<file path="src/rtl/dtrm_pkg.sv">
package dtrm_pkg;

   localparam int AVERAGE_DEPTH = 4;
   localparam int TIMEOUT_US    = 1000000;
   localparam int US_PER_SECOND = 1000000;
   localparam int FACTOR_LIMIT  = 4294;

   localparam int FILTER_W  = 8;
   localparam int FACTOR_W  = 13;
   localparam int TIME_W    = 32;
   localparam int RPM_W     = 32;
   localparam int CSR_W     = 13;
   localparam int US_W      = 20;
   localparam int WIN_IW    = (AVERAGE_DEPTH > 1) ? $clog2(AVERAGE_DEPTH) : 1;
   localparam int SUM_W     = RPM_W + $clog2(AVERAGE_DEPTH);
   localparam int REM_W     = RPM_W + 1;

   localparam logic CSR_FILTER_LENGTH     = 1'b0;
   localparam logic CSR_CONVERSION_FACTOR = 1'b1;

   typedef struct packed {
      logic load;
      logic clear;
      logic mul;
      logic div_start;
      logic win_write;
      logic sum_clear;
      logic sum_acc;
      logic rpm_load;
      logic out_load;
   } cmd_type;

   typedef struct packed {
      logic fall;
      logic period_zero;
      logic timeout;
      logic div_done;
      logic sum_last;
      logic out_free;
   } status_type;

endpackage

</file>
<file path="src/rtl/dtrm_divider.sv">
module dtrm_divider (
   input  logic                          clock,
   input  logic                          reset,
   input  logic                          start,
   input  logic [dtrm_pkg::RPM_W-1:0]    dividend,
   input  logic [dtrm_pkg::RPM_W-1:0]    divisor,
   output logic                          done,
   output logic [dtrm_pkg::RPM_W-1:0]    quotient
);

   localparam int CNT_W = $clog2(dtrm_pkg::RPM_W + 1);

   logic [dtrm_pkg::REM_W-1:0] rem_ff, rem_in;
   logic [dtrm_pkg::RPM_W-1:0] quo_ff, quo_in;
   logic [dtrm_pkg::RPM_W-1:0] den_ff, den_in;
   logic [CNT_W-1:0]           cnt_ff, cnt_in;
   logic                       busy_ff, busy_in;
   logic                       done_ff, done_in;
   logic [dtrm_pkg::REM_W-1:0] shifted;
   logic [dtrm_pkg::REM_W-1:0] den_ext;

   always_comb begin
      rem_in  = rem_ff;
      quo_in  = quo_ff;
      den_in  = den_ff;
      cnt_in  = cnt_ff;
      busy_in = busy_ff;
      done_in = 1'b0;
      shifted = {rem_ff[dtrm_pkg::RPM_W-1:0], quo_ff[dtrm_pkg::RPM_W-1]};
      den_ext = {1'b0, den_ff};
      if (start) begin
         rem_in  = '0;
         quo_in  = dividend;
         den_in  = divisor;
         cnt_in  = CNT_W'(dtrm_pkg::RPM_W);
         busy_in = 1'b1;
      end else if (busy_ff) begin
         // one restoring step per cycle
         if (shifted >= den_ext) begin
            rem_in = shifted - den_ext;
            quo_in = {quo_ff[dtrm_pkg::RPM_W-2:0], 1'b1};
         end else begin
            rem_in = shifted;
            quo_in = {quo_ff[dtrm_pkg::RPM_W-2:0], 1'b0};
         end
         cnt_in = cnt_ff - CNT_W'(1);
         if (cnt_ff == CNT_W'(1)) begin
            busy_in = 1'b0;
            done_in = 1'b1;
         end
      end
   end

   always_ff @(posedge clock) begin
      rem_ff <= rem_in;
      quo_ff <= quo_in;
      den_ff <= den_in;
      cnt_ff <= cnt_in;
      if (reset) begin
         busy_ff <= 1'b0;
         done_ff <= 1'b0;
      end else begin
         busy_ff <= busy_in;
         done_ff <= done_in;
      end
   end

   assign done     = done_ff;
   assign quotient = quo_ff;

endmodule

</file>
<file path="src/rtl/dtrm_datapath.sv">
module dtrm_datapath (
   input  logic                            clock,
   input  logic                            reset,
   input  dtrm_pkg::cmd_type               cmd,
   output dtrm_pkg::status_type            status,
   input  logic                            csr_write_enable,
   input  logic                            csr_index,
   input  logic [dtrm_pkg::CSR_W-1:0]      csr_write_data,
   input  logic                            req_pin_level,
   input  logic [dtrm_pkg::TIME_W-1:0]     req_now_us,
   output logic                            rsp_valid,
   input  logic                            rsp_stall,
   output logic [dtrm_pkg::RPM_W-1:0]      rsp_rpm,
   output logic                            rsp_debounced_level,
   output logic                            rsp_new_measurement
);

   localparam int DEPTH = dtrm_pkg::AVERAGE_DEPTH;

   logic [dtrm_pkg::FILTER_W-1:0] filter_length_ff;
   logic [dtrm_pkg::FACTOR_W-1:0] factor_ff;

   logic [dtrm_pkg::FILTER_W-1:0] count_ff, count_step, count_in;
   logic                          level_ff, level_in;
   logic [dtrm_pkg::TIME_W-1:0]   last_edge_ff;
   logic [dtrm_pkg::TIME_W-1:0]   elapsed;
   logic [dtrm_pkg::TIME_W-1:0]   period_ff;
   logic                          fall_ff, fall_in;
   logic                          timeout_ff;
   logic [dtrm_pkg::RPM_W-1:0]    rpm_ff;

   logic [dtrm_pkg::RPM_W-1:0]    window_ff [DEPTH];
   logic [dtrm_pkg::WIN_IW-1:0]   pos_ff;
   logic [dtrm_pkg::WIN_IW-1:0]   sum_idx_ff;
   logic [dtrm_pkg::SUM_W-1:0]    sum_ff;
   logic [dtrm_pkg::SUM_W-1:0]    window_mean;

   logic [dtrm_pkg::FACTOR_W-1:0] factor_clamped;
   logic [dtrm_pkg::US_W-1:0]     us_const;
   logic [dtrm_pkg::RPM_W-1:0]    product_ff;

   logic                          div_done;
   logic [dtrm_pkg::RPM_W-1:0]    div_quotient;

   logic                          rsp_valid_ff;
   logic [dtrm_pkg::RPM_W-1:0]    rsp_rpm_ff;
   logic                          rsp_level_ff;
   logic                          rsp_meas_ff;

   // integrator; the high clamp wins over the zero test, so a zero length forces high
   always_comb begin
      if (req_pin_level) begin
         count_step = (count_ff < filter_length_ff) ?
                      count_ff + dtrm_pkg::FILTER_W'(1) : count_ff;
      end else begin
         count_step = (count_ff != '0) ? count_ff - dtrm_pkg::FILTER_W'(1) : count_ff;
      end
      count_in = count_step;
      level_in = level_ff;
      if (count_step == '0) begin
         level_in = 1'b0;
      end
      if (count_step >= filter_length_ff) begin
         level_in = 1'b1;
         count_in = filter_length_ff;
      end
      fall_in = level_ff & ~level_in;
   end

   assign elapsed = req_now_us - last_edge_ff;

   assign factor_clamped = (factor_ff > dtrm_pkg::FACTOR_W'(dtrm_pkg::FACTOR_LIMIT)) ?
                           dtrm_pkg::FACTOR_W'(dtrm_pkg::FACTOR_LIMIT) : factor_ff;
   assign us_const = dtrm_pkg::US_W'(dtrm_pkg::US_PER_SECOND);

   // window depth is a power of two, so this is a shift
   assign window_mean = sum_ff / dtrm_pkg::SUM_W'(DEPTH);

   dtrm_divider u_divider (
      .clock    (clock),
      .reset    (reset),
      .start    (cmd.div_start),
      .dividend (product_ff),
      .divisor  (period_ff),
      .done     (div_done),
      .quotient (div_quotient)
   );

   always_ff @(posedge clock) begin
      if (reset) begin
         filter_length_ff <= dtrm_pkg::FILTER_W'(8);
         factor_ff        <= dtrm_pkg::FACTOR_W'(60);
      end else if (csr_write_enable) begin
         case (csr_index)
            dtrm_pkg::CSR_FILTER_LENGTH:
               filter_length_ff <= csr_write_data[dtrm_pkg::FILTER_W-1:0];
            dtrm_pkg::CSR_CONVERSION_FACTOR:
               factor_ff <= csr_write_data[dtrm_pkg::FACTOR_W-1:0];
            default: ;
         endcase
      end
   end

   always_ff @(posedge clock) begin
      if (cmd.load) begin
         period_ff  <= elapsed;
         fall_ff    <= fall_in;
         timeout_ff <= ~fall_in && (rpm_ff != '0) &&
                       (elapsed >= dtrm_pkg::TIME_W'(dtrm_pkg::TIMEOUT_US));
      end
      if (cmd.mul) begin
         product_ff <= dtrm_pkg::RPM_W'(us_const) * dtrm_pkg::RPM_W'(factor_clamped);
      end
      if (cmd.sum_clear) begin
         sum_ff     <= '0;
         sum_idx_ff <= '0;
      end else if (cmd.sum_acc) begin
         sum_ff     <= sum_ff + dtrm_pkg::SUM_W'(window_ff[sum_idx_ff]);
         sum_idx_ff <= (sum_idx_ff == dtrm_pkg::WIN_IW'(DEPTH - 1)) ?
                       '0 : sum_idx_ff + dtrm_pkg::WIN_IW'(1);
      end
      if (cmd.out_load) begin
         rsp_rpm_ff   <= rpm_ff;
         rsp_level_ff <= level_ff;
         rsp_meas_ff  <= fall_ff;
      end
   end

   always_ff @(posedge clock) begin
      if (reset) begin
         count_ff     <= '0;
         level_ff     <= 1'b0;
         last_edge_ff <= '0;
         rpm_ff       <= '0;
         pos_ff       <= '0;
         rsp_valid_ff <= 1'b0;
         for (int i = 0; i < DEPTH; i++) begin
            window_ff[i] <= '0;
         end
      end else begin
         if (cmd.load) begin
            count_ff <= count_in;
            level_ff <= level_in;
            if (fall_in) begin
               last_edge_ff <= req_now_us;
            end
         end
         if (cmd.clear) begin
            rpm_ff <= '0;
            pos_ff <= '0;
            for (int i = 0; i < DEPTH; i++) begin
               window_ff[i] <= '0;
            end
         end else if (cmd.win_write) begin
            window_ff[pos_ff] <= div_quotient;
            pos_ff <= (pos_ff == dtrm_pkg::WIN_IW'(DEPTH - 1)) ?
                      '0 : pos_ff + dtrm_pkg::WIN_IW'(1);
         end
         if (cmd.rpm_load) begin
            rpm_ff <= window_mean[dtrm_pkg::RPM_W-1:0];
         end
         if (cmd.out_load) begin
            rsp_valid_ff <= 1'b1;
         end else if (rsp_valid_ff && !rsp_stall) begin
            rsp_valid_ff <= 1'b0;
         end
      end
   end

   always_comb begin
      status.fall        = fall_ff;
      status.period_zero = (period_ff == '0);
      status.timeout     = timeout_ff;
      status.div_done    = div_done;
      status.sum_last    = (sum_idx_ff == dtrm_pkg::WIN_IW'(DEPTH - 1));
      status.out_free    = ~rsp_valid_ff | ~rsp_stall;
   end

   assign rsp_valid           = rsp_valid_ff;
   assign rsp_rpm             = rsp_rpm_ff;
   assign rsp_debounced_level = rsp_level_ff;
   assign rsp_new_measurement = rsp_meas_ff;

endmodule

</file>
<file path="src/rtl/dtrm_controller.sv">
module dtrm_controller (
   input  logic                  clock,
   input  logic                  reset,
   input  logic                  req_valid,
   output logic                  req_stall,
   input  dtrm_pkg::status_type  status,
   output dtrm_pkg::cmd_type     cmd
);

   typedef enum logic [2:0] {
      ST_IDLE,
      ST_DECIDE,
      ST_DIV_RPM,
      ST_WAIT_RPM,
      ST_SUM,
      ST_MEAN,
      ST_OUT
   } state_type;

   state_type state_ff, state_in;

   always_comb begin
      cmd      = '0;
      state_in = state_ff;
      case (state_ff)
         ST_IDLE: begin
            if (req_valid) begin
               cmd.load = 1'b1;
               state_in = ST_DECIDE;
            end
         end
         ST_DECIDE: begin
            if (status.fall && !status.period_zero) begin
               cmd.mul  = 1'b1;
               state_in = ST_DIV_RPM;
            end else begin
               // zero period or timeout: speed zero, window emptied; any other sample keeps both
               cmd.clear = (status.fall && status.period_zero) || status.timeout;
               state_in  = ST_OUT;
            end
         end
         ST_DIV_RPM: begin
            cmd.div_start = 1'b1;
            state_in      = ST_WAIT_RPM;
         end
         ST_WAIT_RPM: begin
            if (status.div_done) begin
               cmd.win_write = 1'b1;
               cmd.sum_clear = 1'b1;
               state_in      = ST_SUM;
            end
         end
         ST_SUM: begin
            cmd.sum_acc = 1'b1;
            if (status.sum_last) begin
               state_in = ST_MEAN;
            end
         end
         ST_MEAN: begin
            cmd.rpm_load = 1'b1;
            state_in     = ST_OUT;
         end
         ST_OUT: begin
            if (status.out_free) begin
               cmd.out_load = 1'b1;
               state_in     = ST_IDLE;
            end
         end
         default: begin
            state_in = ST_IDLE;
         end
      endcase
   end

   always_ff @(posedge clock) begin
      if (reset) begin
         state_ff <= ST_IDLE;
      end else begin
         state_ff <= state_in;
      end
   end

   assign req_stall = (state_ff != ST_IDLE);

endmodule

</file>
<file path="src/rtl/debounced_tach_rpm_meter.sv">
// Debounced tachometer speed meter. Each accepted word is one pin sample with its
// microsecond timestamp and yields exactly one result word: averaged rpm, debounced
// level and a flag for a fresh period measurement. A sample without a falling edge of
// the debounced level passes the decide and output states to the output register, and
// the next word can be taken after that. A falling edge with a nonzero period also
// passes multiply, divide, window write, sum and mean: a radix-2 divider computes
// 1000000*factor/period one quotient bit per cycle, the window is summed one entry per
// cycle, and the mean is a shift. The next word is taken once the result is in the
// output register, even while that register is still stalled; a result waiting behind
// a stalled one holds the input off. Configuration writes (filter length, conversion
// factor) take effect on the next word if made while idle; the block does not enforce it.
module debounced_tach_rpm_meter (
   input  logic                          clock,
   input  logic                          reset,
   input  logic                          req_valid,
   output logic                          req_stall,
   input  logic                          req_pin_level,
   input  logic [dtrm_pkg::TIME_W-1:0]   req_now_us,
   output logic                          rsp_valid,
   input  logic                          rsp_stall,
   output logic [dtrm_pkg::RPM_W-1:0]    rsp_rpm,
   output logic                          rsp_debounced_level,
   output logic                          rsp_new_measurement,
   input  logic                          csr_write_enable,
   input  logic                          csr_index,
   input  logic [dtrm_pkg::CSR_W-1:0]    csr_write_data
);

   dtrm_pkg::cmd_type    cmd;
   dtrm_pkg::status_type status;

   dtrm_controller u_controller (
      .clock     (clock),
      .reset     (reset),
      .req_valid (req_valid),
      .req_stall (req_stall),
      .status    (status),
      .cmd       (cmd)
   );

   dtrm_datapath u_datapath (
      .clock               (clock),
      .reset               (reset),
      .cmd                 (cmd),
      .status              (status),
      .csr_write_enable    (csr_write_enable),
      .csr_index           (csr_index),
      .csr_write_data      (csr_write_data),
      .req_pin_level       (req_pin_level),
      .req_now_us          (req_now_us),
      .rsp_valid           (rsp_valid),
      .rsp_stall           (rsp_stall),
      .rsp_rpm             (rsp_rpm),
      .rsp_debounced_level (rsp_debounced_level),
      .rsp_new_measurement (rsp_new_measurement)
   );

endmodule
</file>
<file path="config.mk">
export PLATFORM = sky130hd
export DESIGN_NAME = debounced_tach_rpm_meter
export DESIGN_NICKNAME = d
export VERILOG_FILES = /design/src/rtl/dtrm_pkg.sv /design/src/rtl/dtrm_divider.sv /design/src/rtl/dtrm_datapath.sv /design/src/rtl/dtrm_controller.sv /design/src/rtl/debounced_tach_rpm_meter.sv
export SDC_FILE = /design/constraint.sdc
export NUM_CORES = 1
export LEC_CHECK = 0
export BUFFER_PORTS_ARGS = -buffer_cell sky130_fd_sc_hd__buf_2
export CAP_MARGIN = 20
export CELL_PAD_IN_SITES_DETAIL_PLACEMENT = 1
export CELL_PAD_IN_SITES_GLOBAL_PLACEMENT = 1
export CORE_MARGIN = 4
export CORE_UTILIZATION = 56
export CTS_BUF_LIST = sky130_fd_sc_hd__clkbuf_2 sky130_fd_sc_hd__clkbuf_4 sky130_fd_sc_hd__clkbuf_8
export CTS_CLUSTER_SIZE = 10
export DETAILED_ROUTE_END_ITERATION = 10
export GPL_TIMING_DRIVEN = 0
export PLACE_DENSITY = 0.95
export SETUP_SLACK_MARGIN = 0.02
export SLEW_MARGIN = 20
export SYNTH_ARGS = -nofsm -noshare
export SYNTH_HDL_FRONTEND = slang
export SYNTH_SLANG_ARGS = --single-unit
</file>
<file path="constraint.sdc">
create_clock -name clock -period 16.69 [get_ports clock]
set_clock_uncertainty 0.1 [all_clocks]
set_input_delay 2.5035 -clock clock [delete_from_list [all_inputs] [get_ports clock]]
set_output_delay 2.5035 -clock clock [all_outputs]
set_load 0.01 [all_outputs]
</file>
==> results.md <==
* Drc violations at 0
* Initial Util at between 50 and 60%
* Max FFs per register at approximately 130
* Cell mode on critical path: inv_1
* Placed standard-cell area at around 0.028 mm2
* CTS Hold Bufs at 0
* FMAX at around 140 MHz
* Met1 Usage GRT at 39.51%
* Required time of the critical path at roughly 17,000 ps
* Setup crit start kind: register
* Status: complete, no violations
* Met2 Usage GRT at a little over three fifths
* Post-synthesis compound-gate area fraction at 13.30%
* Maximum vdd drop at approximately 88 uV
* H-tree Lvls at 3
* I/O pin cnt at 88
* FF+latch count, synth at between 400 and 500
* Layout cells sized above 1 at 10.78%
* FFs w/ async S/R, synth at 0%
* CP peak stage delay at slightly above 900 ps
* Reg clk slew, reported paths at around 60 ps
* CTS root buf: clkbuf_8
* Post-DP HPWL at around 61 mm
* Final worst path period need at 7361 ps
* Mux cell area share after synthesis at about 3.4%
* Post-Synth Simple-Gate Area at 16.35%
* Largest register by flop count: u_datapath.window_ff
* Top FF cell, synth: edfxtp_1
* Num CTS Buffers at 79
* PwrDens at 164.0 mW/mm2
* Final instance area at a little under 0.03 mm2
* RSZ-0062 raised after global routing: false
* Syn Inst Count at around 2,600
* Synth top area share at between 30 and 40%
* Worst slack at placement at 9904 ps
* Slew Limit Fails at 0
* Mean Syn Cell Area at ~10 um2
* Final hold vios at 0
* Worst path arrival time at roughly 7700 ps
* Crit. End Element: register
* Placed cell count at between 3,000 and 4,000
* Longest Clk Path Bufs at 3
* Area share of xor/xnor cells in the synthesized design at 3.398%
* CP Class: register to register
* Routed Antenna Nets at 0
* Die area at between 0.05 and 0.06 mm2
* Final setup margin at 9329 ps
* Core area at 0.04675 mm2
* Die span in y at about 230 um
* Crit-path leading delay family: adder cells
* First-pass GRT wire length at 139.5 mm
* Post-Synth Adder-Cell Area at approximately an eighth
* Leak at roughly 13 nW
* Synth area leader: edfxtp_1
* Post-synthesis instance area at ~0.027 mm2
* CTS resizes at 0
* Most Used Layer, Global Route: met2
* Die X at roughly 230 um
* Final TNS setup at 0 ps
* Slew of the pin with the lowest slew margin at approximately 1200 ps
* Drt wl/cell at about 26 um
* IO Port Bufs at 86
* Total track usage at a little over a third
* CTS sink count at between 400 and 500
* Main combinational cell family by area after synthesis: simple AND/OR/NAND/NOR gates
* CP max stage cell: a2111oi_0
* First drt pass iteration count at 5
* Initial DRC count at approximately 2,200
* Via density at about 6.5
* Total routed wirelength at between 80 and 90 mm
* Number of synthesized flops with an enable pin at 286
* Top flop regs: u_datapath.window_ff: 128 flops, u_datapath.sum_ff: 34 flops
* Placer congestion estimate at ~0.89
* TritonCTS clock tree: done
* Gr ovfl total at 0
* Clock latency on the worst-skew pair at about 720 ps
* Final Cycle Share at between 40% and 50%
* Sequential area share after synthesis at 45.77%
* Via count at roughly 23,000
* Post-Syn Nets at ~2,900
* YS warnings at 0
* Hold Path Class: register to register
* Vias in the first global route at between 20,000 and 25,000
* Met3 GRT Util at 6.603%
* MaxCap Viol Count at 0
* Final setup violation count at 0
* Finished Layout Cells at approximately 3,500
* CP cell instances: o311ai_0 > nand4b_1 > nand2_1 > nand2b_1 > inv_1 > fa_1 > fa_1 > inv_1 > ha_1 > fa_1 > inv_1 > fa_1 > inv_1 > ha_1 > inv_1 > o21bai_1 > a2111oi_0 > o31ai_1 > o21ai_0 > nand2b_1 > a21boi_0 > xnor2_1
* Slew HR at between 20% and 30%
* Worst path bufs/invs at 5
* Worst Path Max Fanout at 8
* Postcts setup bufs at 0
* Largest net degree at the start of global routing at 37
* Site row count at between 70 and 80
* Area grow syn2layout at 11.26%
* Unique cell type count in the Yosys netlist at 82
* Final net count at about 3,000
* Initial antenna violation count at 2
* Largest cells by area after synthesis: edfxtp_1 32%, dfxtp_1 13%, ha_1 9.6%, nand2_1 4.0%, a21oi_1 3.8%
-- cell families (layout without fill, tap and decap cells) --
kind of cell	Yosys count	count (layout)
fa+ha+maj	247	247
simple gates	861	861
buf+inv	344	582
compound gates	541	541
xor+xnor	103	103
mux	49	49
flops	464	464
other cells	0	1
-- worst reg2reg max path: cells and delay by family (launching register included) --
family,cells,cell delay (ps)
AND/OR/NAND/NOR,4,890
XOR/XNOR,1,140
adder cells (fa/ha/maj),6,2720
AO/OA/AOI/OAI,6,2400
flip-flops,1,340
buffers and inverters,5,490
-- final timing paths --
| path | startpoint | end | slack, ps | cells past startpoint |
|---|---|---|---|---|
| setup / recovery | u_datapath.factor_ff[3]$_SDFFE_PP1P_ | u_datapath.product_ff[30]$_DFFE_PP_ | 9330 | 22 |
| hold / removal | u_datapath.filter_length_ff[7]$_SDFFE_PP0P_ | u_datapath.filter_length_ff[7]$_SDFFE_PP0P_ | 360 | 2 |
| setup reg to reg | u_datapath.factor_ff[3]$_SDFFE_PP1P_ | u_datapath.product_ff[30]$_DFFE_PP_ | 9330 | 22 |
| hold reg to reg | u_datapath.filter_length_ff[7]$_SDFFE_PP0P_ | u_datapath.filter_length_ff[7]$_SDFFE_PP0P_ | 360 | 2 |
-- metrics by stage --
stage | hold slack [ps] | power, mW | util (%)
finish | 359.6 | 4.845 | 63.18
global route | 377.6 | 5.088 | 63.18
CTS | 355.2 | 4.789 | 63.17
detailed placement | 340.2 | 3.580 | 59.61
global placement | 332.4 | 3.382 | 59.33
floorplan | 326.8 | 2.994 | -
-- cells in the mapped netlist (61+ instances only) --
cell type and count:
ha_1 203, nor2_1 110, o21ai_0 61, nand2_1 283, and3_1 150, dfxtp_1 178
inv_1 208, clkbuf_1 108, edfxtp_1 286, a21o_1 67, a21oi_1 202, nand3_1 73
-- report_power, final --
group	leakage (nW)	internal (mW)	total, mW	switching [mW]
Clock	0.881	0.594	1.12	0.523
Sequential	4.26	1.43	1.58	0.159
Combinational	7.58	0.793	2.14	1.35
-- per-layer routing --
| layer | vias up | wire length (um) | part of all wire (%) |
|---|---|---|---|
| met1 | 11160 | 32390 | 36 |
| li1 | 9765 | - | - |
| met4 | 0 | 5306 | 5.9 |
| met3 | 403 | 6045 | 6.8 |
| met2 | 1173 | 45680 | 51 |
| met5 | - | 0 | 0 |
-- cell usage in the layout (no fill, tap or decap), types with 30 or more instances in the layout --
cell type,Yosys,layout
a211oi_1,30,30
a21o_1,67,63
a21oi_1,202,201
and3_1,150,150
buf_2,9,95
clkbuf_1,108,106
clkbuf_8,0,87
dfxtp_1,178,178
edfxtp_1,286,286
fa_1,44,44
ha_1,203,203
inv_1,208,208
mux4_2,32,32
nand2_1,283,283
nand2b_1,31,30
nand3_1,73,73
nand4_1,43,43
nor2_1,110,110
nor2b_1,54,54
nor3_1,34,33
o21ai_0,61,61
o31ai_1,39,39
xnor2_1,56,56
xor2_1,47,47
-- final cells by class --
cell class / count / area, um2
Antenna cell: 1 / 2.502
Clock inverter: 32 / 264.0
Tap cell: 607 / 759.5
Timing Repair Buffer: 92 / 536.8
Multi-Input combinational cell: 1801 / 13110
Sequential cell: 464 / 12150
Buffer: 134 / 521.8
Fill cell: 5097 / 17220
Inverter: 210 / 788.3
Clock buffer: 114 / 1400
Power figures use the tool's default switching activity.
